**config.mk**
```make
export PLATFORM = sky130hd
export DESIGN_NAME = stamped_slot_two_class_queue
export DESIGN_NICKNAME = d
export VERILOG_FILES = /design/src/rtl/sstcq_pkg.sv /design/src/rtl/stamped_slot_two_class_queue.sv /design/src/rtl/sstcq_ctrl.sv /design/src/rtl/sstcq_datapath.sv
export SDC_FILE = /design/constraint.sdc
export NUM_CORES = 1
export LEC_CHECK = 0
export BUFFER_PORTS_ARGS = -buffer_cell sky130_fd_sc_hd__buf_2
export CAP_MARGIN = 0
export CORE_MARGIN = 2
export CORE_UTILIZATION = 49
export CTS_BUF_LIST = sky130_fd_sc_hd__clkbuf_4 sky130_fd_sc_hd__clkbuf_8
export CTS_CLUSTER_SIZE = 12
export DETAILED_ROUTE_END_ITERATION = 8
export PLACE_DENSITY = 0.73
export SLEW_MARGIN = 20
export SYNTH_ARGS = -nofsm -noshare
export SYNTH_HDL_FRONTEND = slang
export SYNTH_SLANG_ARGS = --single-unit
```
**constraint.sdc**
```tcl
create_clock -name clk -period 9.2 [get_ports clk]
set_input_delay 1.84 -clock clk [delete_from_list [all_inputs] [get_ports clk]]
set_output_delay 1.84 -clock clk [all_outputs]
set_load 0.005 [all_outputs]
```
**src/rtl/sstcq_pkg.sv**
```systemverilog
// Shared constants, opcodes and controller/datapath interface types for the
// stamped slot two-class queue. No dependencies.
package sstcq_pkg;

  localparam int SLOTS   = 16;
  localparam int SLOT_W  = (SLOTS > 1) ? $clog2(SLOTS) : 1;
  localparam int STAMP_W = 32;
  localparam int SRC_W   = 4;
  localparam int REQ_W   = 31;

  localparam logic OP_ADD  = 1'b0;
  localparam logic OP_TAKE = 1'b1;

  typedef struct packed {
    logic load;
    logic step;
    logic commit;
  } cmd_t;

  typedef struct packed {
    logic last;
  } stat_t;

endpackage

```
**src/rtl/stamped_slot_two_class_queue.sv**
```systemverilog
// Top level of the stamped slot two-class queue.
// Joins sstcq_ctrl and sstcq_datapath; uses sstcq_pkg.
//
// Raise start with a word while busy is low; the word is taken at that edge.
// Each word is finished before the next can be accepted: the controller
// scans the slot table one slot per cycle, then commits and presents the
// result. The result is valid on the output ports for exactly the one
// cycle in which done is high and cannot be held off, so the receiver must
// capture it then. Flags report the table as it stands after the word.
module stamped_slot_two_class_queue
  import sstcq_pkg::*;
(
  input  logic             clk,
  input  logic             rst,
  input  logic             start,
  output logic             busy,
  input  logic             opcode,
  input  logic [SRC_W-1:0] entry_source,
  input  logic [REQ_W-1:0] entry_request,
  input  logic             take_class,
  output logic             done,
  output logic             accepted,
  output logic [SRC_W-1:0] out_source,
  output logic [REQ_W-1:0] out_request,
  output logic             is_full,
  output logic             class0_empty,
  output logic             class1_empty
);

  cmd_t  cmd;
  stat_t stat;

  sstcq_ctrl u_ctrl (
    .clk   (clk),
    .rst   (rst),
    .start (start),
    .stat  (stat),
    .cmd   (cmd),
    .busy  (busy),
    .done  (done)
  );

  sstcq_datapath u_dp (
    .clk           (clk),
    .rst           (rst),
    .cmd           (cmd),
    .opcode        (opcode),
    .entry_source  (entry_source),
    .entry_request (entry_request),
    .take_class    (take_class),
    .stat          (stat),
    .accepted      (accepted),
    .out_source    (out_source),
    .out_request   (out_request),
    .is_full       (is_full),
    .class0_empty  (class0_empty),
    .class1_empty  (class1_empty)
  );

endmodule

```
**src/rtl/sstcq_ctrl.sv**
```systemverilog
// Controller state machine of the stamped slot two-class queue.
// Sequences load, slot scan, commit and result strobe; uses sstcq_pkg.
module sstcq_ctrl
  import sstcq_pkg::*;
(
  input  logic  clk,
  input  logic  rst,
  input  logic  start,
  input  stat_t stat,
  output cmd_t  cmd,
  output logic  busy,
  output logic  done
);

  localparam logic [1:0] S_IDLE   = 2'd0;
  localparam logic [1:0] S_SCAN   = 2'd1;
  localparam logic [1:0] S_COMMIT = 2'd2;
  localparam logic [1:0] S_DONE   = 2'd3;

  logic [1:0] state;
  logic [1:0] state_next;

  always_comb begin
    state_next = state;
    case (state)
      S_IDLE:   if (start) state_next = S_SCAN;
      S_SCAN:   if (stat.last) state_next = S_COMMIT;
      S_COMMIT: state_next = S_DONE;
      S_DONE:   state_next = S_IDLE;
      default:  state_next = S_IDLE;
    endcase
  end

  always_ff @(posedge clk) begin
    if (rst) begin
      state <= S_IDLE;
    end else begin
      state <= state_next;
    end
  end

  assign busy       = (state != S_IDLE);
  assign done       = (state == S_DONE);
  assign cmd.load   = (state == S_IDLE) && start;
  assign cmd.step   = (state == S_SCAN);
  assign cmd.commit = (state == S_COMMIT);

  a_done_single: assert property (@(posedge clk) disable iff (rst) done |=> !done)
    else $error("result strobe held longer than one cycle");
  a_load_scans: assert property (@(posedge clk) disable iff (rst)
    (start && !busy) |=> (cmd.step && busy))
    else $error("accepted word did not start a scan");

endmodule

```
**src/rtl/sstcq_datapath.sv**
```systemverilog
// Datapath of the stamped slot two-class queue: slot table, stamp counter,
// one-slot-per-cycle scan and result registers; uses sstcq_pkg.
module sstcq_datapath
  import sstcq_pkg::*;
(
  input  logic             clk,
  input  logic             rst,
  input  cmd_t             cmd,
  input  logic             opcode,
  input  logic [SRC_W-1:0] entry_source,
  input  logic [REQ_W-1:0] entry_request,
  input  logic             take_class,
  output stat_t            stat,
  output logic             accepted,
  output logic [SRC_W-1:0] out_source,
  output logic [REQ_W-1:0] out_request,
  output logic             is_full,
  output logic             class0_empty,
  output logic             class1_empty
);

  logic               op_r;
  logic               cls_r;
  logic [SRC_W-1:0]   src_r;
  logic [REQ_W-1:0]   req_r;
  logic [SLOT_W-1:0]  idx;
  logic               found;
  logic [SLOT_W-1:0]  best;
  logic [STAMP_W-1:0] best_stamp;
  logic [STAMP_W-1:0] counter;
  logic [STAMP_W-1:0] counter_next;
  logic [SLOTS-1:0]   occ;
  logic [SLOTS-1:0]   klass;
  logic [STAMP_W-1:0] stamp [SLOTS];
  logic [SRC_W-1:0]   mem_src [SLOTS];
  logic [REQ_W-1:0]   mem_req [SLOTS];
  logic [SRC_W-1:0]   rd_src;
  logic [REQ_W-1:0]   rd_req;
  logic [STAMP_W-1:0] cur_stamp;
  logic               hit;
  logic               add_wr;
  logic               take_hit;

  assign counter_next = (counter == '1) ? STAMP_W'(1) : counter + STAMP_W'(1);
  assign add_wr       = cmd.commit && found && (op_r == OP_ADD);

  always_comb begin
    if (op_r == OP_ADD) begin
      hit = !found && !occ[idx];
    end else begin
      hit = occ[idx] && (klass[idx] == cls_r) && (!found || (cur_stamp < best_stamp));
    end
  end

  always_ff @(posedge clk) begin
    if (rst) begin
      occ     <= '0;
      counter <= '0;
      found   <= 1'b0;
      idx     <= '0;
    end else if (cmd.load) begin
      idx   <= '0;
      found <= 1'b0;
    end else if (cmd.step) begin
      if (hit) begin
        found <= 1'b1;
      end
      idx <= idx + SLOT_W'(1);
    end else if (cmd.commit && found) begin
      if (op_r == OP_ADD) begin
        counter   <= counter_next;
        occ[best] <= 1'b1;
      end else begin
        occ[best] <= 1'b0;
      end
    end
  end

  // hold the word and the running best
  always_ff @(posedge clk) begin
    if (cmd.load) begin
      op_r  <= opcode;
      cls_r <= take_class;
      src_r <= entry_source;
      req_r <= entry_request;
    end
    if (cmd.step && hit) begin
      best       <= idx;
      best_stamp <= cur_stamp;
    end
  end

  // fetch the stamp of the slot scanned next
  always_ff @(posedge clk) begin
    if (cmd.load) begin
      cur_stamp <= stamp[SLOT_W'(0)];
    end else if (cmd.step) begin
      cur_stamp <= stamp[idx + SLOT_W'(1)];
    end
  end

  always_ff @(posedge clk) begin
    if (add_wr) begin
      stamp[best]   <= counter_next;
      klass[best]   <= req_r[0];
      mem_src[best] <= src_r;
      mem_req[best] <= req_r;
    end
  end

  always_ff @(posedge clk) begin
    if (cmd.commit) begin
      rd_src <= mem_src[best];
      rd_req <= mem_req[best];
    end
  end

  assign take_hit     = (op_r == OP_TAKE) && found;
  assign stat.last    = (idx == SLOT_W'(SLOTS - 1));
  assign accepted     = found;
  assign out_source   = take_hit ? rd_src : '0;
  assign out_request  = take_hit ? rd_req : '0;
  assign is_full      = &occ;
  assign class0_empty = !(|(occ & ~klass));
  assign class1_empty = !(|(occ & klass));

  a_add_free: assert property (@(posedge clk) disable iff (rst)
    add_wr |-> !occ[best])
    else $error("add wrote an occupied slot");
  a_take_frees: assert property (@(posedge clk) disable iff (rst)
    (cmd.commit && take_hit) |=> !occ[best])
    else $error("take did not free its slot");
  a_stamp_nonzero: assert property (@(posedge clk) disable iff (rst)
    add_wr |=> (counter != '0))
    else $error("stamp counter reached zero after an add");

endmodule

```
Yosys cells after proc, flatten, opt, wreduce, memory -nomap -nowiden --
Memories as Yosys holds them, arrays and structs flattened. A register that Yosys moved wholly into a read port is not among the register bits. Index checks and enable logic that the tools add are counted.
Cells by class: bitwise gates (word level) 9, eq/ne operators 8, add/subtract/negate cells 2, muxes and demuxes 19, order comparisons 4, reduce and logical (&&, ||, !) cells 25
Operators with widths (number):
- $mux 32 | 3
- $and 16x16->16 | 3
- $add 32x1->32 const B | 1
- $eq 32x32->1 const B | 1
- $lt 32x32->1 | 1
- $not 16->16 | 2
- $reduce_or 16->1 | 2
- $mux 31 | 1
- $bwmux 16 | 1
- $mux 16 | 1
- $or 16x16->16 | 1
- $reduce_and 16->1 | 1
- $lt 4x5->1 const B | 2
- $logic_and 1x1->1 | 9
- $bmux 1 s4 | 2
- $pmux 2 s4 | 1
- $mux 1 | 6
- $add 4x1->4 const B | 1
- $demux 1 s4 | 1
- $eq 2x2->1 const B | 2
- $eq 4x4->1 const B | 1
- $ge 4x1->1 const B | 1
- $logic_not 1->1 | 4
- $mux 2 | 2
- 12 further kinds | 17
Word-level totals: memories 3, register bits after elaboration 176, output and inout port bits 41, RAM bits 1072, input port bits 40
Memories:
- u_dp.stamp | words 16, width 32, rd ports 2, clocked after Yosys merged registers in 0, write ports 1, line sstcq_datapath.sv:34 | logic [STAMP_W-1:0] stamp [SLOTS];
- u_dp.mem_req | words 16, width 31, rd ports 1, clocked after Yosys merged registers in 1, write ports 1, line sstcq_datapath.sv:36 | logic [REQ_W-1:0] mem_req [SLOTS];
- u_dp.mem_src | words 16, width 4, rd ports 1, clocked after Yosys merged registers in 1, write ports 1, line sstcq_datapath.sv:35 | logic [SRC_W-1:0] mem_src [SLOTS];

Logic depth before layout (Yosys ltp) --
depth after elaboration 7, depth in mapped cells 10, depth with buffers taken out 7

Modules after synthesis --
From an unflattened synthesis, not the netlist that was laid out.
Unflattened totals: cells, all modules 2300, area, all modules 49432.4 um2
Modules (own cells, without submodules):
- sstcq_datapath | times used 1, area an instance 49242.2 um2, seq. area each 37455.9 um2, cells each 2281
- sstcq_ctrl | times used 1, area an instance 190.2 um2, seq. area each 40.0 um2, cells each 19

Worst setup path after synthesis --
Ideal clock, no wire load.
path type flip-flop to flip-flop, from register u_ctrl.state[0], to register u_dp.klass[0], enable pin, period minus slack after synthesis 7.099 ns, arrival 6.524 ns, path slack 2.101 ns, stages on the path, launching flop included 7, data required time 8.626 ns, library setup time 0.574 ns, path through dfxtp_1 -> inv_1 -> ha_1 -> nand2_1 -> nor2_1 -> nand2_1 -> nor3_1
On the way: word-level cells in the longest chain between the ends 3
RTL lines:
- start, declared | line sstcq_ctrl.sv:20 | logic [1:0] state;
- start signal, assigned | line sstcq_ctrl.sv:38 | state <= state_next;
- $eq 2x2->1 | line sstcq_ctrl.sv:46 | assign cmd.commit = (state == S_COMMIT);
- $logic_and 1x1->1 (2 in a row) | line sstcq_datapath.sv:45 | assign add_wr = cmd.commit && found && (op_r == OP_ADD);
- end signal, assigned by index | line sstcq_datapath.sv:105 | klass[best] <= req_r[0];
- end, declared | line sstcq_datapath.sv:33 | logic [SLOTS-1:0] klass;
Every way passes these cells. A chain may end at the register's enable or synchronous reset.

==> results.md <==
* Setup Buffers After CTS at 0
* Largest family of logic cells by synthesized area: multiplexers
* Global route overflow at 0
* Synth Area in Compound Gates at 0.0178
* Via count at 24.1k
* H-tree Lvls at 4
* Vias in the first global route at 25.1k
* Final setup fails at 0
* Worst Path Required at approximately 7400 ps
* CORE AREA at 100000 um2
* CP endpoint kind: output port
* Min Tclk post-route at 4580 ps
* CTS Hold Buffers Added at 0
* Layout cells sized above 1 at 0.322
* Actual slew at the worst max-slew pin at roughly 1200 ps
* Total GRT Usage at 0.213
* First-pass GRT wire length at 160000 um
* HP Start: u_dp.cur_stamp[14]
* Reg-to-reg slack, setup at 4800 ps
* Post-Layout Cell Count at 3944
* Clk_lat worst skew at 860 ps
* Mean Syn Cell Area at about 22 um2
* Placer Congestion at 0.834
* Die width at about 320 um
* Final hold violations at 0
* Post-synthesis mux area share at 0.165
* CTS tree: yes
* Fmax at 218 MHz
* RSZ-0062 raised after global routing: no
* Hpwl dp at 55900 um
* Syn nets at 2357
* Slowest cell on crit path: nor4_1
* Adder-cell share of the synthesized area at 0.00962
* Flops & latches, synth at 1267
* Distinct cells, synth at 50
* Crit path launch type: register
* Peak VDD IR at approximately 0.19 mV
* Pwr/cell area at 237 nW/um2
* Setup TNS at 0 ps
* Mapped cell area at 49400 um2
* Final net count at 2560
* Max-Cap Viols at 0
* Number of buffers added on ports at 80
* Max Slew Vio Count at 0
* Largest net degree at the start of global routing at 126
* Post-synthesis sequential area ratio at 0.759
* Multi-input logic area at 11500 um2
* Die height at 322 um
* Via/cell ratio at a little over 6
* Layout area overhead at 12.2%
* WL final at 108000 um
* Post-synth EDFFs at 1212
* Worst endpoint data arrival time at 2740 ps
* Clock skew at 66.2 ps
* CP max FO at 5
* CTS root buffer: clkbuf_8
* Status: completed
* Final worst-path cycle share at 0.498
* CP Cell Sequence: inv_1, o22ai_1, a221oi_1, o2111ai_1, nor4_1, buf_2
* Initial antenna violation count at 4
* Antenna Nets Post-Route at 0
* Drt first-iter violations at 3075
* Die ar. at 103000 um2
* Util after Layout at 0.554
* Post-Syn Instances at 2279
* I/O Pins at 81
* Drt wl/cell at 27.5 um
* Ys flop type: edfxtp_1
* Cell family contributing the most delay on the critical path: simple AND/OR/NAND/NOR gates
* Ys async rst share at 0
* Placed cell count at roughly 3.6k
* Leakage power at 17.5 nW
* Post-route DRC violation count at 0
* Synth Area in Simple Gates at 0.0259
* Slew Limit Headroom at 0.222
* CTS Buffer Depth at 3
* DR pass1 iterations at 6
* FP Rows at ~120
* Fillers at roughly 7.3k
* Buf/Inv on CP at 2
* Initial core utilization at 0.494
* Clk pin slew, worst setup/hold paths at approximately 70 ps
* R2R Path Start: u_ctrl.state[0]
* Max stage delay on crit path at around 670 ps
* Synth Area in XOR/XNOR at 0.00813
* Post-cts resize count at 0
* Hold Path Class: register to register
* TritonCTS buffer count at 193
* Synth warnings at 0
* Crit path kind: register to output port
* Clock sinks at 1267
* Register area at 37500 um2
## cells by family after synthesis
kind of cell    after synthesis
xor+xnor                     45
flops                      1267
mux                         377
compound gates              133
simple gates                249
buf+inv                     170
fa+ha+maj                    38
## flip-flops by register name (all words and copies together) (netlist names), named ones only
| register | flops |
|---|---|
| u_dp.accepted | 1 |
| u_dp.rd_req | 31 |
| u_dp.stamp | 512 |
| u_dp.best_stamp | 32 |
| u_dp.src_r | 4 |
| u_dp.cls_r | 1 |
| u_dp.req_r | 31 |
| u_dp.op_r | 1 |
| u_dp.counter | 32 |
| u_dp.cur_stamp | 32 |
| u_dp.klass | 15 |
| u_dp.idx | 4 |
| u_dp.best | 4 |
| u_dp.mem_src | 64 |
| u_dp.rd_src | 4 |
| u_dp.mem_req | 481 |
| u_ctrl.state | 2 |
## layout by cell type (no fill, tap or decap), types with 45 or more instances in the layout
cell type,synthesis,layout
a21oi_1,48,47
buf_2,30,80
clkbuf_4,0,73
clkbuf_8,0,198
clkinv_1,0,45
dfxtp_1,55,53
edfxtp_1,1212,1212
inv_1,52,51
mux4_2,336,336
nor2_1,64,50
## synthesized netlist by cell type (3+ instances only)
| cell type | number | area share |
|---|---|---|
| nand2_1 | 36 | 0.0027 |
| and2_1 | 3 | 0.00038 |
| buf_2 | 30 | 0.0030 |
| a31oi_1 | 7 | 0.00089 |
| a211oi_1 | 3 | 0.00046 |
| ha_1 | 38 | 0.0096 |
| dfxtp_1 | 55 | 0.022 |
| edfxtp_1 | 1212 | 0.74 |
| o22ai_1 | 3 | 0.00038 |
| mux4_1 | 8 | 0.0043 |
| nor2b_1 | 6 | 0.00076 |
| a21o_1 | 3 | 0.00046 |
| mux2_2 | 32 | 0.0073 |
| or3_1 | 8 | 0.0010 |
| nor4_1 | 8 | 0.0010 |
| nand3_1 | 23 | 0.0023 |
| mux4_2 | 336 | 0.15 |
| a311oi_1 | 25 | 0.0044 |
| a22oi_1 | 5 | 0.00076 |
| o211a_1 | 4 | 0.00081 |
| nand4_1 | 17 | 0.0022 |
| a21oi_1 | 48 | 0.0049 |
| buf_6 | 5 | 0.0011 |
| xnor2_1 | 27 | 0.0048 |
| xor2_1 | 17 | 0.0030 |
| clkbuf_1 | 70 | 0.0053 |
| and3_1 | 44 | 0.0056 |
| o21ai_0 | 18 | 0.0018 |
| buf_1 | 11 | 0.00084 |
| nand3b_1 | 3 | 0.00046 |
| nor2_1 | 64 | 0.0049 |
| inv_1 | 52 | 0.0040 |
| and4_1 | 9 | 0.0016 |
| nor3_1 | 20 | 0.0020 |
| nand2b_1 | 6 | 0.00076 |
| a221oi_1 | 4 | 0.00071 |
## worst reg2reg max path: cells and delay by family, from the launching register on
kind          cells  cell delay [ps]
fa+ha+maj         1              180
buf+inv           3             1640
flops             1              350
simple gates      4             1720
## where the power goes
| group | internal, mW | leakage, nW | switching (mW) |
|---|---|---|---|
| Combinational | 0.768 | 4.27 | 0.894 |
| Sequential | 6.69 | 11.2 | 0.258 |
| Clock | 2.41 | 2.05 | 2.14 |
| Total | 9.87 | 17.5 | 3.30 |
## through the flow
| stage | hold slack [ps] | power (mW) | setup WS, ps | area, um2 |
|---|---|---|---|---|
| 2_1_floorplan | 406 | 8.19 | 2100 | 49400 |
| 3_5_place_dp | 443 | 8.73 | 4820 | 51400 |
| 4_1_cts | 455 | 13.3 | 4600 | 55300 |
| 5_1_grt | 459 | 13.6 | 4450 | 55400 |
| 3_3_place_gp | 444 | 8.67 | 4820 | 51400 |
| 6_report | 448 | 13.2 | 4620 | 55400 |
## worst paths after layout
kind                                             to  cells past startpoint
worst max-delay path                   class0_empty                      6
worst min-delay path            u_dp.best_stamp[14]                      0
worst max register to register   u_dp.stamp[10][28]                      8
worst min register to register  u_dp.best_stamp[14]                      0
## layout make-up
| type | count | area share |
|---|---|---|
| sequential | 1267 | 0.676 |
| multi-input combinational | 842 | 0.207 |
| clock buffer | 271 | 0.0590 |
| tap | 1298 | 0.0293 |
| timing repair buffer | 126 | 0.0146 |
| clock inverter | 87 | 0.0100 |
| inverter | 52 | 0.00357 |
| antenna | 1 | 0.0000451 |
## per-layer routing
layer  up-vias  GRT usage  part of all wire
li1      10000          -                 -
met1     12700      0.298              0.40
met2      1254      0.341              0.49
met3       213     0.0410             0.086
met4         0     0.0651             0.022
met5         -          0                 0
(Power assumes the default switching activity.)
